`src/hw/rtl/kline_response_frame_checker_unit_macros.svh`:
```
// assertion helpers for the k-line response frame checker
// clk and rst_n are taken from the module that uses them
`ifndef KLINE_RESPONSE_FRAME_CHECKER_UNIT_MACROS_SVH
`define KLINE_RESPONSE_FRAME_CHECKER_UNIT_MACROS_SVH

`ifndef ASSERT_OFF
// consequent holds in the same cycle as the antecedent
`define KRFC_ASSERT_SAME(lbl, ante, cons) \
    lbl: assert property (@(posedge clk) disable iff (!rst_n) (ante) |-> (cons)) \
        else $error("krfc assertion failed");
// consequent holds in the cycle after the antecedent
`define KRFC_ASSERT_NEXT(lbl, ante, cons) \
    lbl: assert property (@(posedge clk) disable iff (!rst_n) (ante) |=> (cons)) \
        else $error("krfc assertion failed");
`else
`define KRFC_ASSERT_SAME(lbl, ante, cons)
`define KRFC_ASSERT_NEXT(lbl, ante, cons)
`endif

`endif

```
`src/hw/rtl/krfc_pkg.sv`:
```
`timescale 1ns / 1ps

package krfc_pkg;

    localparam int COUNT_BITS = 8;
    localparam int CFG_INDEX_BITS = 2;

    typedef logic [COUNT_BITS-1:0] count_t;

    localparam count_t COUNT_MAX = {COUNT_BITS{1'b1}};
    localparam count_t MIN_FRAME_LEN = count_t'(4);

    localparam logic [CFG_INDEX_BITS-1:0] REG_TESTER_ADDR = 2'd0;
    localparam logic [CFG_INDEX_BITS-1:0] REG_MODULE_ADDR = 2'd1;

    localparam logic [7:0] TESTER_ADDR_RST = 8'hF0;
    localparam logic [7:0] MODULE_ADDR_RST = 8'h40;

    localparam int FMT_ADDR_BIT = 7;
    localparam logic [7:0] FMT_LEN_MASK = 8'h7F;

    localparam logic [7:0] RSP_CONNECT = 8'hC1;
    localparam logic [7:0] RSP_DISCONNECT = 8'hC2;
    localparam logic [7:0] RSP_DTC_READ = 8'h58;
    localparam logic [7:0] RSP_DTC_CLEAR = 8'h54;
    localparam logic [7:0] RSP_DATA = 8'h61;
    localparam logic [7:0] RSP_NEGATIVE = 8'h7F;

    typedef enum logic [1:0] {
        ST_OK       = 2'd0,
        ST_HEADER   = 2'd1,
        ST_LENGTH   = 2'd2,
        ST_CHECKSUM = 2'd3
    } status_t;

    typedef enum logic [2:0] {
        KIND_CONNECT    = 3'd0,
        KIND_DISCONNECT = 3'd1,
        KIND_DTC_READ   = 3'd2,
        KIND_DTC_CLEAR  = 3'd3,
        KIND_DATA       = 3'd4,
        KIND_NEGATIVE   = 3'd5,
        KIND_OTHER      = 3'd6
    } kind_t;

    // frame summary as seen with the current byte folded in, except the sum, which covers only earlier bytes
    typedef struct packed {
        count_t     len;
        logic [7:0] sum;
        logic [7:0] fmt;
        logic       fault;
        logic [7:0] svc;
        logic [7:0] ident;
    } frame_info_t;

    typedef struct packed {
        status_t    status;
        kind_t      kind;
        logic [7:0] lid;
        logic [6:0] payload;
        logic       link_set;
        logic       link_clr;
    } check_res_t;

endpackage

```
`src/hw/rtl/krfc_accum.sv`:
```
`timescale 1ns / 1ps

module krfc_accum
    import krfc_pkg::*;
(
    input  logic        clk,
    input  logic        rst_n,
    input  logic [7:0]  tester_addr,
    input  logic [7:0]  module_addr,
    input  logic [7:0]  rx_byte,
    input  logic        frame_end,
    input  logic        take,
    output frame_info_t info
);

    count_t     count_reg;
    logic [7:0] sum_reg;
    logic [7:0] fmt_reg;
    logic       fault_reg;
    logic [7:0] svc_reg;
    logic [7:0] ident_reg;

    frame_info_t info_next;

    always_comb
    begin
        info_next.len   = (count_reg == COUNT_MAX) ? count_reg : count_reg + count_t'(1);
        info_next.sum   = sum_reg;
        info_next.fmt   = (count_reg == count_t'(0)) ? rx_byte : fmt_reg;
        info_next.fault = fault_reg
                        | ((count_reg == count_t'(0)) & ~rx_byte[FMT_ADDR_BIT])
                        | ((count_reg == count_t'(1)) & (rx_byte != tester_addr))
                        | ((count_reg == count_t'(2)) & (rx_byte != module_addr));
        info_next.svc   = (count_reg == count_t'(3)) ? rx_byte : svc_reg;
        info_next.ident = (count_reg == count_t'(4)) ? rx_byte : ident_reg;
    end

    assign info = info_next;

    // state returns to zero after the last byte of each frame
    always_ff @(posedge clk or negedge rst_n)
    begin
        if (!rst_n)
        begin
            count_reg <= '0;
            sum_reg   <= '0;
            fmt_reg   <= '0;
            fault_reg <= 1'b0;
            svc_reg   <= '0;
            ident_reg <= '0;
        end
        else if (take)
        begin
            if (frame_end)
            begin
                count_reg <= '0;
                sum_reg   <= '0;
                fmt_reg   <= '0;
                fault_reg <= 1'b0;
                svc_reg   <= '0;
                ident_reg <= '0;
            end
            else
            begin
                count_reg <= info_next.len;
                sum_reg   <= sum_reg + rx_byte;
                fmt_reg   <= info_next.fmt;
                fault_reg <= info_next.fault;
                svc_reg   <= info_next.svc;
                ident_reg <= info_next.ident;
            end
        end
    end

endmodule

```
`src/hw/rtl/krfc_check.sv`:
```
`timescale 1ns / 1ps

module krfc_check
    import krfc_pkg::*;
(
    input  frame_info_t info,
    input  logic [7:0]  rx_byte,
    output check_res_t  res
);

    count_t     body_len;
    logic [7:0] fmt_len;

    assign fmt_len  = info.fmt & FMT_LEN_MASK;
    assign body_len = info.len - MIN_FRAME_LEN;

    always_comb
    begin
        res.payload  = fmt_len[6:0];
        res.kind     = KIND_OTHER;
        res.lid      = '0;
        res.link_set = 1'b0;
        res.link_clr = 1'b0;

        // header, then length, then sum; short frames are a length error
        priority if (info.len < MIN_FRAME_LEN)
            res.status = ST_LENGTH;
        else if (info.fault)
            res.status = ST_HEADER;
        else if (count_t'(fmt_len) != body_len)
            res.status = ST_LENGTH;
        else if (info.sum != rx_byte)
            res.status = ST_CHECKSUM;
        else
            res.status = ST_OK;

        if (res.status == ST_OK)
        begin
            unique case (info.svc)
                RSP_CONNECT:
                begin
                    res.kind     = KIND_CONNECT;
                    res.link_set = 1'b1;
                end
                RSP_DISCONNECT:
                begin
                    res.kind     = KIND_DISCONNECT;
                    res.link_clr = 1'b1;
                end
                RSP_DTC_READ:  res.kind = KIND_DTC_READ;
                RSP_DTC_CLEAR: res.kind = KIND_DTC_CLEAR;
                RSP_DATA:
                begin
                    res.kind = KIND_DATA;
                    res.lid  = info.ident;
                end
                RSP_NEGATIVE:  res.kind = KIND_NEGATIVE;
                default:       res.kind = KIND_OTHER;
            endcase
        end
    end

endmodule

```
`src/hw/rtl/kline_response_frame_checker_unit.sv`:
```
// k-line response frame checker, one received byte per transaction
// result: the result of a frame is valid the cycle after its last byte is taken
// throughput: one byte per cycle while no result waits, set by the single registered pass through the checks
// a waiting result holds off every input byte until out_ready takes it
// reset: frame state and link flag cleared, addresses back to 0xF0 and 0x40
`timescale 1ns / 1ps
`include "kline_response_frame_checker_unit_macros.svh"

module kline_response_frame_checker_unit
    import krfc_pkg::*;
(
    input  logic                      clk,
    input  logic                      rst_n,

    // configuration write channel
    input  logic                      cfg_valid,
    output logic                      cfg_ready,
    input  logic [CFG_INDEX_BITS-1:0] cfg_index,
    input  logic [7:0]                cfg_data,

    // byte input channel
    input  logic                      in_valid,
    output logic                      in_ready,
    input  logic [7:0]                rx_byte,
    input  logic                      frame_end,

    // frame result channel
    output logic                      out_valid,
    input  logic                      out_ready,
    output logic [1:0]                frame_status,
    output logic [2:0]                reply_kind,
    output logic [7:0]                local_id,
    output logic [6:0]                payload_count,
    output logic                      link_up
);

    logic [7:0]  tester_addr_reg;
    logic [7:0]  module_addr_reg;
    logic        connected_reg;
    logic        connected_next;

    logic        out_valid_reg;
    status_t     status_reg;
    kind_t       kind_reg;
    logic [7:0]  lid_reg;
    logic [6:0]  payload_reg;
    logic        link_reg;

    logic        in_fire;
    logic        res_load;
    frame_info_t info;
    check_res_t  res;

    // configuration is always taken; indexes past the list are dropped
    assign cfg_ready = 1'b1;

    always_ff @(posedge clk or negedge rst_n)
    begin
        if (!rst_n)
        begin
            tester_addr_reg <= TESTER_ADDR_RST;
            module_addr_reg <= MODULE_ADDR_RST;
        end
        else if (cfg_valid && cfg_ready)
        begin
            if (cfg_index == REG_TESTER_ADDR)
                tester_addr_reg <= cfg_data;
            else if (cfg_index == REG_MODULE_ADDR)
                module_addr_reg <= cfg_data;
        end
    end

    // take a byte whenever the result register is empty or being drained
    assign in_ready = !out_valid_reg || out_ready;
    assign in_fire  = in_valid && in_ready;
    assign res_load = in_fire && frame_end;

    // running frame state: count, sum and captured header bytes
    krfc_accum u_accum (
        .clk         (clk),
        .rst_n       (rst_n),
        .tester_addr (tester_addr_reg),
        .module_addr (module_addr_reg),
        .rx_byte     (rx_byte),
        .frame_end   (frame_end),
        .take        (in_fire),
        .info        (info)
    );

    // end of frame checks and reply classification
    krfc_check u_check (
        .info    (info),
        .rx_byte (rx_byte),
        .res     (res)
    );

    // link flag follows connect and disconnect acknowledges only
    always_comb
    begin
        connected_next = connected_reg;
        if (res.link_set)
            connected_next = 1'b1;
        else if (res.link_clr)
            connected_next = 1'b0;
    end

    always_ff @(posedge clk or negedge rst_n)
    begin
        if (!rst_n)
        begin
            connected_reg <= 1'b0;
            out_valid_reg <= 1'b0;
        end
        else
        begin
            if (res_load)
            begin
                connected_reg <= connected_next;
                out_valid_reg <= 1'b1;
            end
            else if (out_ready)
            begin
                out_valid_reg <= 1'b0;
            end
        end
    end

    // result payload, held while the transaction stalls
    always_ff @(posedge clk)
    begin
        if (res_load)
        begin
            status_reg  <= res.status;
            kind_reg    <= res.kind;
            lid_reg     <= res.lid;
            payload_reg <= res.payload;
            link_reg    <= connected_next;
        end
    end

    assign out_valid     = out_valid_reg;
    assign frame_status  = status_reg;
    assign reply_kind    = kind_reg;
    assign local_id      = lid_reg;
    assign payload_count = payload_reg;
    assign link_up       = link_reg;

    // a rejected frame never carries a reply kind
    `KRFC_ASSERT_SAME(a_reject_is_other, out_valid_reg && (status_reg != ST_OK), (kind_reg == KIND_OTHER) && (lid_reg == 8'd0))
    // only a data reply shows a local id
    `KRFC_ASSERT_SAME(a_lid_data_only, out_valid_reg && (kind_reg != KIND_DATA), lid_reg == 8'd0)
    // the link flag moves only on a frame end
    `KRFC_ASSERT_NEXT(a_link_stable, !res_load, $stable(connected_reg))
    // a good connect acknowledge brings the link up
    `KRFC_ASSERT_NEXT(a_connect_up, res_load && (res.status == ST_OK) && (res.kind == KIND_CONNECT), connected_reg && link_reg)
    // an empty result register never holds back input
    `KRFC_ASSERT_SAME(a_ready_when_empty, !out_valid_reg, in_ready)

endmodule
```
`config.mk`:
```
export PLATFORM = sky130hd
export DESIGN_NAME = kline_response_frame_checker_unit
export DESIGN_NICKNAME = d
export VERILOG_FILES = /design/src/hw/rtl/krfc_pkg.sv /design/src/hw/rtl/krfc_accum.sv /design/src/hw/rtl/krfc_check.sv /design/src/hw/rtl/kline_response_frame_checker_unit.sv
export VERILOG_INCLUDE_DIRS = /design/src /design/src/hw/rtl
export SDC_FILE = /design/constraint.sdc
export NUM_CORES = 1
export LEC_CHECK = 0
export BUFFER_PORTS_ARGS = -buffer_cell sky130_fd_sc_hd__buf_2
export CORE_ASPECT_RATIO = 1.4
export CORE_UTILIZATION = 26
export CTS_BUF_LIST = sky130_fd_sc_hd__clkbuf_8
export DETAILED_ROUTE_END_ITERATION = 7
export GPL_TIMING_DRIVEN = 0
export HOLD_SLACK_MARGIN = 0.12
export SETUP_SLACK_MARGIN = 0.2
export SYNTH_ARGS = -nofsm -noshare
export SYNTH_HDL_FRONTEND = slang
export SYNTH_SLANG_ARGS = --single-unit
```
`constraint.sdc`:
```
create_clock -name clk -period 4.3 [get_ports clk]
set_input_delay 0.43 -clock clk [delete_from_list [all_inputs] [get_ports clk]]
set_output_delay 0.43 -clock clk [all_outputs]
set_load 0.02 [all_outputs]
```
==> results.txt <==
The flow ran to the end, and the final reports show no timing, DRC or antenna violations. Routability-driven placement finished with a final weighted congestion of 0.873. The synthesized design devotes to its leading area cell type 29.2% of total area.

Of the cells placed in the final design, the portion with a size suffix greater than 1 is 20.6%. The critical path's slowest cell is sky130_fd_sc_hd__dfrtp_1. In this run the vertical extent of the chip is 158 um. The kind of critical path is reg2reg. The delay contributed by the slowest stage of the critical path is 0.52 ns.

In the post-synthesis netlist, the biggest area contributors are sky130_fd_sc_hd__dfrtp_1 29%, sky130_fd_sc_hd__edfxtp_1 14%, sky130_fd_sc_hd__mux2_2 4.7%. The cell area after synthesis came out at 4540 sq um. The tools report the root buffer cell as sky130_fd_sc_hd__clkbuf_8.

The net switching power was 0.688 mW. Most frequent cell on the critical path: sky130_fd_sc_hd__ha_1. Row generation in the floorplan step produced 56 rows. The biggest area contributor in the post-synthesis netlist is sky130_fd_sc_hd__dfrtp_1. After clock tree synthesis, the clock-pin slew on the worst setup and hold paths is 0.08 ns. The die is 114 um wide. 0 antenna diodes ended up in the layout. The clock network burns 28.3% of the power.

The count of state elements after synthesis is 79. In this run the worst path has a maximum fanout of 10. Data on the critical path arrives at its endpoint at 3.83 ns. For the final routed database, the setup TNS stands at 0 ns. Setup violations remaining at the end of the flow were counted as 0. The number of clock sinks was 79; the share of the clock period used by the worst path after layout was 86.6%. Counting flops with a built-in enable in the synthesized netlist gives 21. The area growth from synthesis to layout works out to 16.0%.

In this run the static leakage power is 2.22 nW. During placement, the flow inserted port buffers numbering 44. For the total via count after detailed routing, the log shows 3600.

The clock passes through at most 2 buffers. Overall routing resource usage: 14.1%. In this run switching power makes up 32.0% of total power. In the synthesized netlist the dominant register cell turns out to be sky130_fd_sc_hd__dfrtp_1.

The part of the total power dissipated in sequential elements came out at 44.3%. In the final routed layout, each cell accounts on average for 16.1 um. Sequential elements use 46.0% of the synthesized area.

TritonCTS built the clock tree. In the final design database the tool counted 533 nets. Counting I/O delays and the setup requirement, the final critical path takes 3.72 ns. For this run, the number of Yosys warnings is 0.

STA classifies the critical path endpoint as a register. Synthesis produced a netlist whose cell count is 441. The power per cell area is 408 nW/um^2. Synthesis produced a netlist with a net count of 478. At the later pin of the worst-skew pair, clock insertion delay measures 0.37 ns. The path class of the lowest-slack min-delay path was in2async.

After floorplanning, the core was sized to cover 16900 sq um. The initial utilization of the core area, before any placement, comes to 26.9%. For the quantity of hold-fixing buffers added after cts, the log shows 0. Setup slack closes at 0.577 ns. The number of setup buffers added after CTS was 0; the slack of the worst reg-to-reg path was 0.58 ns.

The final layout contains routed wiring with a total length of 11800 um. The tools report the largest net degree at the start of global routing as 59. The H-tree was split into 3 levels.

The number of max-slew violations in the final report came out at 0. STA classifies the critical path startpoint as a register. The tools report the setup slack at placement as 0.619 ns. In this run the count of I/O pins placed on the die edge is 48. In the synthesized netlist the async set-or-reset flop fraction comes to 73.4%.

Traced cell by cell, the critical path runs through ha_1 -> and4_1 -> buf_2 -> nand2_1 -> nand3_1 -> o21ai_0 -> ha_1 -> inv_1 -> a211o_1 -> xor3_1 -> nor4_4 -> nand4_1 -> o31ai_1 -> a21oi_1. The logs give 0 for the count of final hold-check violations and 18000 sq um for the full die area. The tools report the number of antenna violations at the first check in global routing as 0. For this run, the detailed router's first-pass iteration total came to 5. For the overall power of the completed layout, the log shows 2.15 mW.

For the number of DRC markers after the initial detailed-route iteration, the log shows 191. Derived from the worst setup path, the maximum achievable clock frequency is 269 MHz. The via count of the first global-routing pass was 3639; the final global-route overflow total was 0. The logs give 19500 um for the wire length of the first global-routing pass and 0 for the count of cells resized by post-cts repair. Max-cap violations in this run came to 0.

Detailed placement ended at an HPWL of 8880 um. The tightest slew margin relative to the limit was 13.9%; the maximum vdd drop was 189 uV. Setup repair after global routing left no endpoint under its margin. The number of nets with antenna violations after routing is 0. The transition time at the pin with the least slew margin is 1.29 ns. The total internal power is 1.46 mW. A synthesized cell averages 10.3 sq um. Across the routed clock network, the largest skew measured is 0.0122 ns.

The number of different library cells used by synthesis comes to 61. The ratio of routed vias to standard cells was 4.91; the share of power burned in combinational logic was 27.5%. For the post-detailed-route DRC marker count, the log shows 0. Data on the critical path is required at its endpoint by 4.41 ns.

Buffers inserted during clock tree synthesis total 9.
==> Yosys cell counts (all sizes together), types with 2 or more instances <==
cell,number
a21oi,25
nand3,18
clkbuf,16
edfxtp,21
nand3b,3
nand2,41
dfrtp,53
a211oi,2
nor3,11
xor2,5
a22o,14
inv,14
a21o,3
a41oi,3
and3,5
or2,3
or3,2
o22ai,2
xnor2,23
o21ai,32
nor3b,2
a21boi,3
nand2b,4
nor4,4
o21bai,4
nor2,18
o31ai,2
nand4,9
mux2,20
and4,2
a31oi,4
nor2b,4
ha,12
and2,6
mux2i,20
buf,10
dfstp,5
==> power groups by stage <==
stage,combinational [mW],sequential (mW),clock (mW)
2_1_floorplan,0.434,0.961,0
3_3_place_gp,0.574,0.961,0
3_5_place_dp,0.590,0.967,0
4_1_cts,0.594,0.951,0.618
5_1_grt,0.655,0.964,0.647
6_report,0.590,0.951,0.607
==> worst paths after layout <==
kind                                            to  cells past startpoint                 start
min in group clk                tester_addr_reg[1]                      2           cfg_data[1]
worst min-delay path            u_accum.sum_reg[1]                      1                 rst_n
worst max-delay path                       link_up                     14  u_accum.count_reg[0]
worst min register to register  u_accum.fmt_reg[0]                      2    u_accum.fmt_reg[0]
max in group asynchronous            connected_reg                      1                 rst_n
worst max register to register             link_up                     14  u_accum.count_reg[0]
==> final cells by class <==
cell class	instances	area [sq um]
Timing Repair Buffer	44	223
Tap cell	232	290
Fill cell	1745	11600
Clock buffer	9	124
Inverter	14	52.6
Sequential cell	79	2090
Buffer	26	115
Clock inverter	7	90.1
Multi-Input combinational cell	322	2280
==> cells by family (layout without fill, tap and decap cells) <==
kind of cell | after synthesis | count (layout) | share of synthesized area (%)
buffers and inverters | 40 | 100 | 3.70
muxes | 40 | 40 | 9.46
DFF | 79 | 79 | 46.0
and+or+nand+nor | 133 | 133 | 15.9
adders and majority gates | 13 | 13 | 3.75
xor gates and xnor gates | 29 | 29 | 5.93
AOI/OAI and AO/OA | 106 | 106 | 15.2
other | 1 | 1 | 0.0827
==> critical path: cells and delay by family, from the launching register on <==
kind                     cells  cell delay, ns
adder cells (fa/ha/maj)      2            0.59
flip-flops                   1            0.52
AO/OA/AOI/OAI                4            0.78
buffers and inverters        2            0.25
XOR/XNOR                     1            0.40
AND/OR/NAND/NOR              5            0.95
==> placed cells by master, fill, tap and decap left out, types with 5 or more instances in the layout <==
cell type	count
sky130_fd_sc_hd__dfrtp_1	53
sky130_fd_sc_hd__buf_2	48
sky130_fd_sc_hd__nand2_1	40
sky130_fd_sc_hd__o21ai_0	32
sky130_fd_sc_hd__a21oi_1	25
sky130_fd_sc_hd__xnor2_1	23
sky130_fd_sc_hd__edfxtp_1	21
sky130_fd_sc_hd__mux2i_1	20
sky130_fd_sc_hd__mux2_2	19
sky130_fd_sc_hd__nor2_1	18
sky130_fd_sc_hd__nand3_1	17
sky130_fd_sc_hd__clkbuf_1	16
sky130_fd_sc_hd__inv_1	15
sky130_fd_sc_hd__a22o_1	14
sky130_fd_sc_hd__ha_1	12
sky130_fd_sc_hd__nor3_1	11
sky130_fd_sc_hd__nand4_1	9
sky130_fd_sc_hd__clkbuf_8	9
sky130_fd_sc_hd__and2_1	6
sky130_fd_sc_hd__and3_1	5
sky130_fd_sc_hd__xor2_1	5
sky130_fd_sc_hd__dfstp_2	5
==> routing by layer <==
metal  up-vias  global-route usage [%]  wire (um)
li1       1711                       -          -
met1      1780                    16.8       5000
met2        91                    24.7       5980
met3        18                    2.70        505
met4         0                    6.52        322
met5         -                       0          0
==> metrics by stage <==
stage / cells / instance area (sq um) / hold WS (ns) / utilization, %
3_5_place_dp: 717 / 5050 / 0.471 / 29.9
5_1_grt: 733 / 5260 / 0.185 / 31.2
2_1_floorplan: 441 / 4540 / 0.134 / -
4_1_cts: 733 / 5260 / 0.303 / 31.2
6_report: 733 / 5260 / 0.122 / 31.2
3_3_place_gp: 717 / 5050 / 0.465 / 29.9
(Power assumes the default switching activity.)
